### src/hdl/mwpo_pkg.sv
`timescale 1ns / 1ps
// Shared types, constants and a helper function for the phase oscillator.
// No dependencies; used by the controller, datapath, top level and testbench.
package mwpo_pkg;

    localparam int PHASE_BITS_DEF = 32;
    localparam int POLY_STEPS     = 5;

    // Sine polynomial coefficients, Q4.28
    localparam logic signed [32:0] C0 = 33'sd842614065;
    localparam logic signed [32:0] C1 = -33'sd1378046968;
    localparam logic signed [32:0] C2 = 33'sd651838597;
    localparam logic signed [32:0] C3 = 33'sd116405693;

    localparam logic signed [63:0] ONE_Q60 = 64'sd1 <<< 60;

    typedef enum logic [1:0] {
        WAVE_SAW  = 2'd0,
        WAVE_POLY = 2'd1,
        WAVE_PARA = 2'd2,
        WAVE_TRI  = 2'd3
    } t_wave;

    typedef enum logic [2:0] {
        ST_IDLE,
        ST_SETUP,
        ST_MUL,
        ST_POST,
        ST_DONE
    } t_state;

    typedef enum logic [2:0] {
        MUL_X_X,
        MUL_XX_C3,
        MUL_XX_T,
        MUL_X_T,
        MUL_G_G
    } t_mul_sel;

    typedef enum logic [2:0] {
        POST_XX,
        POST_T2,
        POST_T1,
        POST_T0,
        POST_Y,
        POST_PARA
    } t_post_sel;

    typedef struct packed {
        logic      accept;
        logic      setup;
        logic      mul_en;
        logic      post_en;
        logic      emit;
        t_wave     wave;
        t_mul_sel  mul_sel;
        t_post_sel post_sel;
    } t_cmd;

    // Round half up by 2^k, then saturate to Q1.15
    function automatic logic signed [15:0] to_q15(input logic signed [63:0] v, input int k);
        logic signed [63:0] r;
        r = (v + (64'sd1 <<< (k - 1))) >>> k;
        if (r > 64'sd32767) begin
            to_q15 = 16'sh7FFF;
        end else if (r < -64'sd32768) begin
            to_q15 = 16'sh8000;
        end else begin
            to_q15 = r[15:0];
        end
    endfunction

endpackage

### src/hdl/mwpo_if.sv
`timescale 1ns / 1ps
// Valid/ready channel interfaces: phase increment in, sample out, waveform config.
// Depends on nothing.
interface mwpo_in_if;
    logic        valid;
    logic        ready;
    logic [31:0] increment;
    modport source (output valid, output increment, input ready);
    modport sink (input valid, input increment, output ready);
endinterface

interface mwpo_out_if;
    logic        valid;
    logic        ready;
    logic [15:0] sample;
    modport source (output valid, output sample, input ready);
    modport sink (input valid, input sample, output ready);
endinterface

interface mwpo_cfg_if;
    logic       valid;
    logic       ready;
    logic [1:0] waveform;
    modport source (output valid, output waveform, input ready);
    modport sink (input valid, input waveform, output ready);
endinterface

### src/hdl/mwpo_ctrl.sv
`timescale 1ns / 1ps
// Sequencing controller: handshakes, waveform register and datapath commands.
// Depends on mwpo_pkg.
module mwpo_ctrl
    import mwpo_pkg::*;
(
    input  logic       i_clk,
    input  logic       i_rst_n,
    input  logic       i_in_valid,
    output logic       o_in_ready,
    input  logic       i_cfg_valid,
    input  logic [1:0] i_cfg_waveform,
    output logic       o_out_valid,
    input  logic       i_out_ready,
    output t_cmd       o_cmd
);

    t_state     r_state, n_state;
    logic [2:0] r_step, n_step;
    t_wave      r_wave;
    logic       r_out_valid, n_out_valid;
    logic       w_last;
    logic       w_out_free;

    assign w_out_free = !r_out_valid || i_out_ready;
    assign w_last     = (r_wave != WAVE_POLY) || (r_step == 3'(POLY_STEPS - 1));

    always_ff @(posedge i_clk) begin
        if (!i_rst_n) begin
            r_state     <= ST_IDLE;
            r_step      <= '0;
            r_wave      <= WAVE_POLY;
            r_out_valid <= 1'b0;
        end else begin
            r_state     <= n_state;
            r_step      <= n_step;
            r_out_valid <= n_out_valid;
            if (i_cfg_valid) begin
                r_wave <= t_wave'(i_cfg_waveform);
            end
        end
    end

    // next state
    always_comb begin
        n_state = r_state;
        n_step  = r_step;
        case (r_state)
            ST_IDLE: begin
                if (i_in_valid) begin
                    n_state = ST_SETUP;
                end
            end
            ST_SETUP: begin
                n_step = '0;
                if (r_wave == WAVE_SAW || r_wave == WAVE_TRI) begin
                    n_state = ST_DONE;
                end else begin
                    n_state = ST_MUL;
                end
            end
            ST_MUL: begin
                n_state = ST_POST;
            end
            ST_POST: begin
                if (w_last) begin
                    n_state = ST_DONE;
                end else begin
                    n_state = ST_MUL;
                    n_step  = r_step + 3'd1;
                end
            end
            ST_DONE: begin
                if (w_out_free) begin
                    n_state = ST_IDLE;
                end
            end
            default: begin
                n_state = ST_IDLE;
            end
        endcase
    end

    // outputs
    always_comb begin
        o_in_ready      = (r_state == ST_IDLE);
        o_cmd.accept    = (r_state == ST_IDLE) && i_in_valid;
        o_cmd.setup     = (r_state == ST_SETUP);
        o_cmd.mul_en    = (r_state == ST_MUL);
        o_cmd.post_en   = (r_state == ST_POST);
        o_cmd.emit      = (r_state == ST_DONE) && w_out_free;
        o_cmd.wave      = r_wave;
        o_cmd.mul_sel   = MUL_G_G;
        o_cmd.post_sel  = POST_PARA;
        if (r_wave == WAVE_POLY) begin
            case (r_step)
                3'd0: begin
                    o_cmd.mul_sel  = MUL_X_X;
                    o_cmd.post_sel = POST_XX;
                end
                3'd1: begin
                    o_cmd.mul_sel  = MUL_XX_C3;
                    o_cmd.post_sel = POST_T2;
                end
                3'd2: begin
                    o_cmd.mul_sel  = MUL_XX_T;
                    o_cmd.post_sel = POST_T1;
                end
                3'd3: begin
                    o_cmd.mul_sel  = MUL_XX_T;
                    o_cmd.post_sel = POST_T0;
                end
                default: begin
                    o_cmd.mul_sel  = MUL_X_T;
                    o_cmd.post_sel = POST_Y;
                end
            endcase
        end
        n_out_valid = r_out_valid;
        if (o_cmd.emit) begin
            n_out_valid = 1'b1;
        end else if (i_out_ready) begin
            n_out_valid = 1'b0;
        end
        o_out_valid = r_out_valid;
    end

endmodule

### src/hdl/mwpo_datapath.sv
`timescale 1ns / 1ps
// Phase accumulator, shared 33x33 multiplier and waveform shaping registers.
// Depends on mwpo_pkg.
module mwpo_datapath
    import mwpo_pkg::*;
#(
    parameter int PHASE_BITS = PHASE_BITS_DEF
) (
    input  logic        i_clk,
    input  logic        i_rst_n,
    input  logic [31:0] i_increment,
    input  t_cmd        i_cmd,
    output logic [15:0] o_sample
);

    localparam int UP = (PHASE_BITS > 32) ? PHASE_BITS - 32 : 0;
    localparam int DN = (PHASE_BITS < 32) ? 32 - PHASE_BITS : 0;

    logic        [PHASE_BITS-1:0]  r_phase;
    logic signed [PHASE_BITS+31:0] w_inc_ext;
    logic signed [PHASE_BITS+31:0] w_inc_sh;
    logic        [PHASE_BITS+31:0] w_phase_ext;
    logic        [31:0]            w_u;

    logic signed [32:0] r_x, r_xx, r_t;
    logic        [30:0] r_g;
    logic        [1:0]  r_quad;
    logic signed [65:0] r_prod;
    logic signed [15:0] r_res;
    logic        [15:0] r_sample;

    logic signed [32:0] w_a, w_b, w_x, w_prod_sh;
    logic        [29:0] w_r;
    logic signed [63:0] w_tri, w_para;

    // Increment scaled to the accumulator width: shifted up, or floored down
    assign w_inc_ext = {{PHASE_BITS{i_increment[31]}}, i_increment};
    assign w_inc_sh  = (PHASE_BITS >= 32) ? (w_inc_ext <<< UP) : (w_inc_ext >>> DN);

    // Top 32 phase bits, zero filled below for narrow accumulators
    assign w_phase_ext = {r_phase, 32'b0};
    assign w_u         = w_phase_ext[PHASE_BITS+31 -: 32];

    assign w_x = {~w_u[31], ~w_u[31], w_u[30:0]};
    assign w_r = w_u[29:0];

    always_comb begin
        case (w_u[31:30])
            2'd0:    w_tri = {34'b0, w_r};
            2'd1:    w_tri = (64'sd1 <<< 30) - {34'b0, w_r};
            2'd2:    w_tri = -{34'b0, w_r};
            default: w_tri = {34'b0, w_r} - (64'sd1 <<< 30);
        endcase
    end

    assign w_para    = r_quad[1] ? (r_prod[63:0] - ONE_Q60) : (ONE_Q60 - r_prod[63:0]);
    assign w_prod_sh = r_prod[63:31];

    always_comb begin
        case (i_cmd.mul_sel)
            MUL_X_X: begin
                w_a = r_x;
                w_b = r_x;
            end
            MUL_XX_C3: begin
                w_a = r_xx;
                w_b = C3;
            end
            MUL_XX_T: begin
                w_a = r_xx;
                w_b = r_t;
            end
            MUL_X_T: begin
                w_a = r_x;
                w_b = r_t;
            end
            default: begin
                w_a = {2'b0, r_g};
                w_b = {2'b0, r_g};
            end
        endcase
    end

    always_ff @(posedge i_clk) begin
        if (!i_rst_n) begin
            r_phase <= '0;
        end else if (i_cmd.accept) begin
            r_phase <= r_phase + w_inc_sh[PHASE_BITS-1:0];
        end
    end

    always_ff @(posedge i_clk) begin
        if (i_cmd.setup) begin
            r_x    <= w_x;
            r_quad <= w_u[31:30];
            r_g    <= w_u[30] ? {1'b0, w_r} : (31'd1 << 30) - {1'b0, w_r};
            if (i_cmd.wave == WAVE_SAW) begin
                r_res <= to_q15({{31{w_x[32]}}, w_x}, 16);
            end else begin
                r_res <= to_q15(w_tri, 15);
            end
        end
        if (i_cmd.mul_en) begin
            r_prod <= w_a * w_b;
        end
        if (i_cmd.post_en) begin
            case (i_cmd.post_sel)
                POST_XX: r_xx  <= w_prod_sh;
                POST_T2: r_t   <= C2 - w_prod_sh;
                POST_T1: r_t   <= C1 + w_prod_sh;
                POST_T0: r_t   <= C0 + w_prod_sh;
                POST_Y:  r_res <= to_q15({{31{w_prod_sh[32]}}, w_prod_sh}, 13);
                default: r_res <= to_q15(w_para, 45);
            endcase
        end
        if (i_cmd.emit) begin
            r_sample <= r_res;
        end
    end

    assign o_sample = r_sample;

endmodule

### src/hdl/multi_waveform_phase_oscillator_unit.sv
`timescale 1ns / 1ps
// Top level of the multi-waveform phase oscillator.
// Depends on mwpo_pkg, mwpo_if, mwpo_ctrl and mwpo_datapath.

// Each accepted increment advances a PHASE_BITS-wide phase accumulator (wrapping both
// ways) and yields one Q1.15 sample of the selected waveform: sawtooth, polynomial sine,
// parabolic sine or triangle, rounded half up and saturated. Waveform selection resets
// to the polynomial sine and should only be written while the block is idle. Sawtooth
// and triangle go from setup straight to the output register; the parabolic sine takes
// one product and the polynomial sine its five Horner products through the single shared
// 33x33 multiplier, each passing through a multiply state and a post state. A new request
// is taken once the previous one has reached the output register, so the output may be
// stalled while the next sample is computed.
module multi_waveform_phase_oscillator_unit
    import mwpo_pkg::*;
#(
    parameter int PHASE_BITS = PHASE_BITS_DEF
) (
    input  logic       i_clk,
    input  logic       i_rst_n,
    mwpo_in_if.sink    i_in,
    mwpo_cfg_if.sink   i_cfg,
    mwpo_out_if.source o_out
);

    t_cmd w_cmd;

    assign i_cfg.ready = 1'b1;

    mwpo_ctrl u_ctrl (
        .i_clk          (i_clk),
        .i_rst_n        (i_rst_n),
        .i_in_valid     (i_in.valid),
        .o_in_ready     (i_in.ready),
        .i_cfg_valid    (i_cfg.valid),
        .i_cfg_waveform (i_cfg.waveform),
        .o_out_valid    (o_out.valid),
        .i_out_ready    (o_out.ready),
        .o_cmd          (w_cmd)
    );

    mwpo_datapath #(
        .PHASE_BITS (PHASE_BITS)
    ) u_datapath (
        .i_clk       (i_clk),
        .i_rst_n     (i_rst_n),
        .i_increment (i_in.increment),
        .i_cmd       (w_cmd),
        .o_sample    (o_out.sample)
    );

`ifndef SYNTH
    a_accept_then_setup: assert property (@(posedge i_clk) disable iff (!i_rst_n)
        w_cmd.accept |=> w_cmd.setup)
        else $error("setup did not follow accepted request");

    a_emit_needs_room: assert property (@(posedge i_clk) disable iff (!i_rst_n)
        w_cmd.emit |-> (!o_out.valid || o_out.ready))
        else $error("result emitted over a pending sample");

    a_mul_post_exclusive: assert property (@(posedge i_clk) disable iff (!i_rst_n)
        !(w_cmd.mul_en && w_cmd.post_en) && !(w_cmd.accept && w_cmd.mul_en))
        else $error("overlapping datapath commands");
`endif

endmodule

### src/flat_wrapper.sv
// flat-port wrapper written by rule: the top's interface ports become plain ports
module multi_waveform_phase_oscillator_unit_flat import mwpo_pkg::*;
#(
    parameter int PHASE_BITS = PHASE_BITS_DEF
)
  (i_clk, i_rst_n, i_in_valid, i_in_increment, i_in_ready, i_cfg_valid, i_cfg_waveform, i_cfg_ready, o_out_valid, o_out_sample, o_out_ready);
  mwpo_in_if i_in_i ();
  mwpo_cfg_if i_cfg_i ();
  mwpo_out_if o_out_i ();
  input  logic i_clk;
  input  logic i_rst_n;
  input wire logic [$bits(i_in_i.valid)-1:0] i_in_valid;
  input wire logic [$bits(i_in_i.increment)-1:0] i_in_increment;
  output wire logic [$bits(i_in_i.ready)-1:0] i_in_ready;
  input wire logic [$bits(i_cfg_i.valid)-1:0] i_cfg_valid;
  input wire logic [$bits(i_cfg_i.waveform)-1:0] i_cfg_waveform;
  output wire logic [$bits(i_cfg_i.ready)-1:0] i_cfg_ready;
  output wire logic [$bits(o_out_i.valid)-1:0] o_out_valid;
  output wire logic [$bits(o_out_i.sample)-1:0] o_out_sample;
  input wire logic [$bits(o_out_i.ready)-1:0] o_out_ready;
  assign i_in_i.valid = i_in_valid;
  assign i_in_i.increment = i_in_increment;
  assign i_in_ready = i_in_i.ready;
  assign i_cfg_i.valid = i_cfg_valid;
  assign i_cfg_i.waveform = i_cfg_waveform;
  assign i_cfg_ready = i_cfg_i.ready;
  assign o_out_valid = o_out_i.valid;
  assign o_out_sample = o_out_i.sample;
  assign o_out_i.ready = o_out_ready;
  multi_waveform_phase_oscillator_unit #(.PHASE_BITS(PHASE_BITS)) u_core (.i_clk(i_clk), .i_rst_n(i_rst_n), .i_in(i_in_i), .i_cfg(i_cfg_i), .o_out(o_out_i));
endmodule
### config.mk
export PLATFORM = sky130hd
export DESIGN_NAME = multi_waveform_phase_oscillator_unit_flat
export DESIGN_NICKNAME = d
export VERILOG_FILES = /design/src/hdl/mwpo_pkg.sv /design/src/hdl/mwpo_if.sv /design/src/hdl/mwpo_ctrl.sv /design/src/hdl/mwpo_datapath.sv /design/src/hdl/multi_waveform_phase_oscillator_unit.sv /design/src/flat_wrapper.sv
export SDC_FILE = /design/constraint.sdc
export NUM_CORES = 2
export LEC_CHECK = 0
export ABC_CLOCK_PERIOD_IN_PS = 26200
export BUFFER_PORTS_ARGS = -buffer_cell sky130_fd_sc_hd__buf_2
export CORE_MARGIN = 8
export CORE_UTILIZATION = 50
export DETAILED_ROUTE_END_ITERATION = 10
export HOLD_SLACK_MARGIN = 0.08
export PLACE_DENSITY = 0.65
export SYNTH_ARGS = -nofsm -noshare
export SYNTH_HDL_FRONTEND = slang
export SYNTH_HIERARCHICAL = 1
export SYNTH_SLANG_ARGS = --single-unit
### constraint.sdc
create_clock -name i_clk -period 26.2 [get_ports i_clk]
set_input_delay 1.31 -clock i_clk [delete_from_list [all_inputs] [get_ports i_clk]]
set_output_delay 1.31 -clock i_clk [all_outputs]
set_load 0.1 [all_outputs]
[Yosys cells after proc, flatten, opt, wreduce, memory -nomap -nowiden]
Index checks and enable logic that the tools add are counted.
Word-level totals
  flip-flop bits (word level): 268
  input port bits: 39
  output and inout port bits: 19
  logic and storage cells: 114
Operators by class
  add/sub/neg operators: 15
  multiply operators: 1
  $lt $le $gt $ge: 8
  eq/ne operators: 23
  multiplexer cells: 29
  bitwise operators: 1
  reductions and logical operators: 23
Operator list (count)
  case mux 33 bit (3 select lines): 2
  case mux 64 bit (3 select lines): 1
  2-to-1 mux 16 bit: 11
  case mux 33 bit (2 select lines): 1
  adder 64 x 16 -> 64 bit (second input constant): 1
  adder 64 x 46 -> 64 bit (second input constant): 1
  multiplier 33 x 33 -> 64 bit: 1
  2-to-1 mux 64 bit: 1
  negator 30 -> 64 bit: 1
  subtractor 61 x 64 -> 64 bit (first input constant): 1
  subtractor 64 x 61 -> 64 bit (second input constant): 1
  > comparator 49 x 16 -> 1 bit (second input constant): 1
  less-than comparator 49 x 16 -> 1 bit (second input constant): 1
  adder 33 x 14 -> 34 bit (second input constant): 1
  adder 31 x 33 -> 33 bit (first input constant): 1
  adder 32 x 17 -> 33 bit (second input constant): 1
  adder 32 x 33 -> 33 bit (first input constant): 1
  subtractor 31 x 33 -> 33 bit (first input constant): 1
  adder 32 bit: 1
  case mux 16 bit (2 select lines): 1
  subtractor 30 x 31 -> 32 bit (second input constant): 1
  subtractor 31 x 30 -> 32 bit (first input constant): 1
  subtractor 31 x 30 -> 31 bit (first input constant): 1
  2-to-1 mux 30 bit: 1
  other kinds (31): 65

[Logic depth before layout (Yosys ltp)]
  depth after elaboration: 10
  mapped depth: 41
  gate-level depth less buffers: 37

[Modules after synthesis]
The synthesis kept the hierarchy.
Modules (own cells, without submodules)
  mwpo_datapath: instances 1, cells each 6032, area an instance 54250.8 µm², seq. area each 7236.9 µm²
  mwpo_ctrl: instances 1, cells each 75, area an instance 595.6 µm², seq. area each 180.2 µm²
  multi_waveform_phase_oscillator_unit: instances 1, cells each 2, area an instance 11.3 µm², seq. area each 0.0 µm²

[Worst setup path after synthesis]
OpenSTA, ideal clock, no wires.
  path kind: register -> register
  start point: register u_core.u_ctrl.r_step[0]
  end point: register u_core.u_datapath.r_prod[57] (data pin)
  setup time: 0.261 ns
  data arrival time: 10.026 ns
  required time: 25.939 ns
  setup slack: 15.913 ns
  stages on the path, launching flop included: 34
  buffers on the path: 5
  clock period less this slack: 10.287 ns
  cell sequence: dfxtp_1 -> inv_1 -> ha_1 -> nor2_1 -> nor3_1 -> a21oi_1 -> clkbuf_1 -> clkbuf_1 -> clkbuf_1 -> clkbuf_1 -> o21ai_1 -> and2_1 -> fa_1 -> inv_1 -> fa_1 -> inv_1 -> fa_1 -> inv_1 -> fa_1 -> inv_1 -> fa_1 -> fa_1 -> fa_1 -> inv_1 -> fa_1 -> inv_1 -> ha_1 -> clkbuf_1 -> and4_1 -> o21ai_0 -> a2111oi_0 -> o21ai_0 -> nor4b_1 -> a311o_1
RTL lines
  start, declared: line mwpo_ctrl.sv:19  | logic [2:0] r_step, n_step;
  start signal, assigned: line mwpo_ctrl.sv:36  | r_step <= n_step;
  end signal, assigned: line mwpo_datapath.sv:104  | r_prod <= w_a * w_b;
  end, declared: line mwpo_datapath.sv:28  | logic signed [65:0] r_prod;

==> impl_metrics.env <==
export IMPL_status="finished clean"
export IMPL_ys_warn_count=6
export IMPL_wl_per_cell_um=25.4
export IMPL_io_buffers=56
export IMPL_ctsLongestPathBuffers=3
export IMPL_routabilityCongestion=1.02
export IMPL_vias_per_cell=5.90
export IMPL_synthFlopType="edfxtp_1"
export IMPL_n_fill_cell=10000
export IMPL_cts_sinks=266
export IMPL_seq_area_frac_synth_pct=13.5
export IMPL_synthDistinctLibCells=100
export IMPL_core_um2=109000
export IMPL_syn_to_final_growth_pct=5.55
export IMPL_grt_pass1_wl_um=286000
export IMPL_post_cts_resized=0
export IMPL_io_pin_count=58
export IMPL_holdBufCountCts=0
export IMPL_finalMaxSlewViolations=0
export IMPL_synth_seq_cells=266
export IMPL_cts_tree="yes"
export IMPL_slowest_stage="mux2i_1"
export IMPL_rows=121
export IMPL_skew_ns=0.0264
export IMPL_drive_gt1_share_pct=5.73
export IMPL_critPathLaunchType="flip-flop"
export IMPL_die_h_um=347
export IMPL_async_flop_share_pct=0
export IMPL_cts_root_buf="clkbuf_16"
export IMPL_path_class="flip-flop to flip-flop"
export IMPL_die_x_um=347
export IMPL_overflow=0
export IMPL_yosys_area_top_type_share_pct=41.1
export IMPL_critPathMaxStageDelay_ns=0.86
export IMPL_dp_hpwl_um=147000
export IMPL_synth_edf_count=209
export IMPL_gr_usage_all_layers_pct=31.4
export IMPL_cp_required_ns=26.58
export IMPL_first_iter_violations=4578
export IMPL_syn_nets=7545
export IMPL_syn_inst=6109
export IMPL_wl_um=190000
export IMPL_drc_errors=0
export IMPL_cpMostUsedCell="fa_1"
export IMPL_htreeDepth=1
export IMPL_numCtsBuffers=31
export IMPL_fmax_ghz=0.0737
export IMPL_detail_route_antenna_nets=0
export IMPL_reg2reg_slack_ns=12.64
export IMPL_netlist_area_um2=54900
export IMPL_avgSynthCellArea_um2=8.98
export IMPL_ys_top_cells_by_area="fa_1 41%, edfxtp_1 11%, inv_1 8.3%"
export IMPL_drt_pass1_iter_count=7
export IMPL_finalCritPeriodShare_pct=51.8
export IMPL_final_hold_viol_count=0
export IMPL_grt_max_degree=71
export IMPL_worstMarginPinSlew_ns=1.40
export IMPL_period_minus_slack_ns=13.56
export IMPL_postCtsSetupBuffers=0
export IMPL_initial_core_util_pct=50.4
export IMPL_fp_dieArea_um2=121000
export IMPL_antenna_found_initial=2
export IMPL_end_kind="flip-flop"
export IMPL_setup_tns_ns=0
export IMPL_hold_path_class="flip-flop to flip-flop"
export IMPL_maxSlewHeadroom_pct=6.63
export IMPL_setup_viol=0
export IMPL_nets=7448
export IMPL_num_vias=44000
export IMPL_clkTransAtPathRegs_ns=0.07
export IMPL_synth_top_area_cell="fa_1"
export IMPL_grt_pass1_vias=45500
export IMPL_cp_max_fo=70
export IMPL_clk_insertion_delay_late_ns=0.64
export IMPL_cap_violations=0
export IMPL_grt_setup_unrepaired="false"
export IMPL_crit_arrival_ns=13.94
critical path: cells and delay by family, from the launching register on:
family	cells	cell delay (ns)
AO/OA/AOI/OAI	9	3.91
XOR/XNOR	1	0.65
adder cells (fa/ha/maj)	10	4.70
buffers and inverters	6	1.19
flip-flops	1	0.38
multiplexers	1	0.86
AND/OR/NAND/NOR	5	1.55
final timing paths:
check	from	end	cells after the start
worst min-delay path	u_core/u_datapath/r_res[3]	u_core/u_datapath/o_sample[3]	0
worst max register to register	u_core/u_ctrl/r_wave[0]	u_core/u_datapath/r_prod[57]	32
worst max-delay path	u_core/u_ctrl/r_wave[0]	u_core/u_datapath/r_prod[57]	32
worst min register to register	u_core/u_datapath/r_res[3]	u_core/u_datapath/o_sample[3]	0
logic make-up (layout without fill, tap and decap cells):
kind of cell,after synthesis,in the layout,synth area share [%]
DFF,266,266,13.5
xor gates and xnor gates,241,241,3.85
other,1,3,0.00684
buffers and inverters,1522,1449,10.5
and+or+nand+nor,1940,1940,15.4
muxes,52,52,0.976
AOI/OAI and AO/OA,690,690,8.51
adders and majority gates,1397,1397,47.3
cell usage after synthesis, types with 25 or more instances:
| library cell | n |
|---|---|
| a211oi_1 | 26 |
| a21o_1 | 55 |
| a21oi_1 | 166 |
| a31oi_1 | 43 |
| and2_1 | 29 |
| and3_1 | 27 |
| buf_1 | 31 |
| clkbuf_1 | 263 |
| dfxtp_1 | 57 |
| edfxtp_1 | 209 |
| fa_1 | 1126 |
| ha_1 | 271 |
| inv_1 | 1217 |
| mux2i_1 | 43 |
| nand2_1 | 686 |
| nand2b_1 | 46 |
| nand3_1 | 62 |
| nand4_1 | 26 |
| nor2_1 | 786 |
| nor2b_1 | 43 |
| nor3_1 | 85 |
| nor4_1 | 29 |
| o211ai_1 | 25 |
| o21a_1 | 33 |
| o21ai_0 | 130 |
| xnor2_1 | 163 |
| xor2_1 | 78 |
cell usage in the layout (no fill, tap or decap), types with 62 or more instances in the layout:
master,netlist,routed
o21ai_0,130,124
nand2_1,686,686
xor2_1,78,77
fa_1,1126,1125
a21oi_1,166,164
buf_4,2,117
xnor2_1,163,162
nor2_1,786,774
inv_1,1217,1215
ha_1,271,271
edfxtp_1,209,209
nor3_1,85,83
nand3_1,62,62
state kept, by name, indices dropped and copies added, names as in the netlist:
register / count
u_core/u_ctrl/o_out_valid: 1
u_core/u_datapath/r_x: 32
u_core/u_ctrl/r_state: 3
u_core/u_datapath/r_prod: 64
u_core/u_ctrl/r_step: 3
u_core/u_datapath/r_t: 33
u_core/u_datapath/o_sample: 16
u_core/u_datapath/r_xx: 33
u_core/u_datapath/r_quad: 1
u_core/u_datapath/r_phase: 32
u_core/u_ctrl/r_wave: 2
u_core/u_datapath/r_res: 16
u_core/u_datapath/r_g: 30
per-layer routing:
metal  share of wire (%)  global-route usage, %  vias to the layer above
met5              0.0069                      0                        -
met4                 8.0                   19.1                        2
met3                  11                   7.15                      709
met2                  44                   48.2                     2513
met1                  37                   40.6                    22000
li1                    -                      -                    18700
layout make-up:
type	instances	area [µm²]	area share, %
inverters	1219	4580	7.90
flip-flops and latches	266	7420	12.8
diodes	2	5.00	0.00864
multi-input cells	4321	42000	72.5
well taps	1414	1770	3.06
clock buffers	42	858	1.48
repair buffers	173	1160	2.00
clock inverters	15	164	0.283
stage by stage:
stage               hold WS (ns)  setup slack (ns)  instances  instance area [µm²]  utilization [%]
floorplan                  0.408             15.91       6109                54900                -
global placement           0.422             13.11       7392                56900             52.2
detailed placement         0.418             13.13       7393                56900             52.2
CTS                        0.434             13.06       7450                57900             53.2
global route               0.442             12.22       7450                57900             53.2
finish                     0.433             12.64       7452                57900             53.2
Power is left out: the tool's default activity adds up to more than one toggle a clock period on the data nets, which glitch-free logic cannot reach.
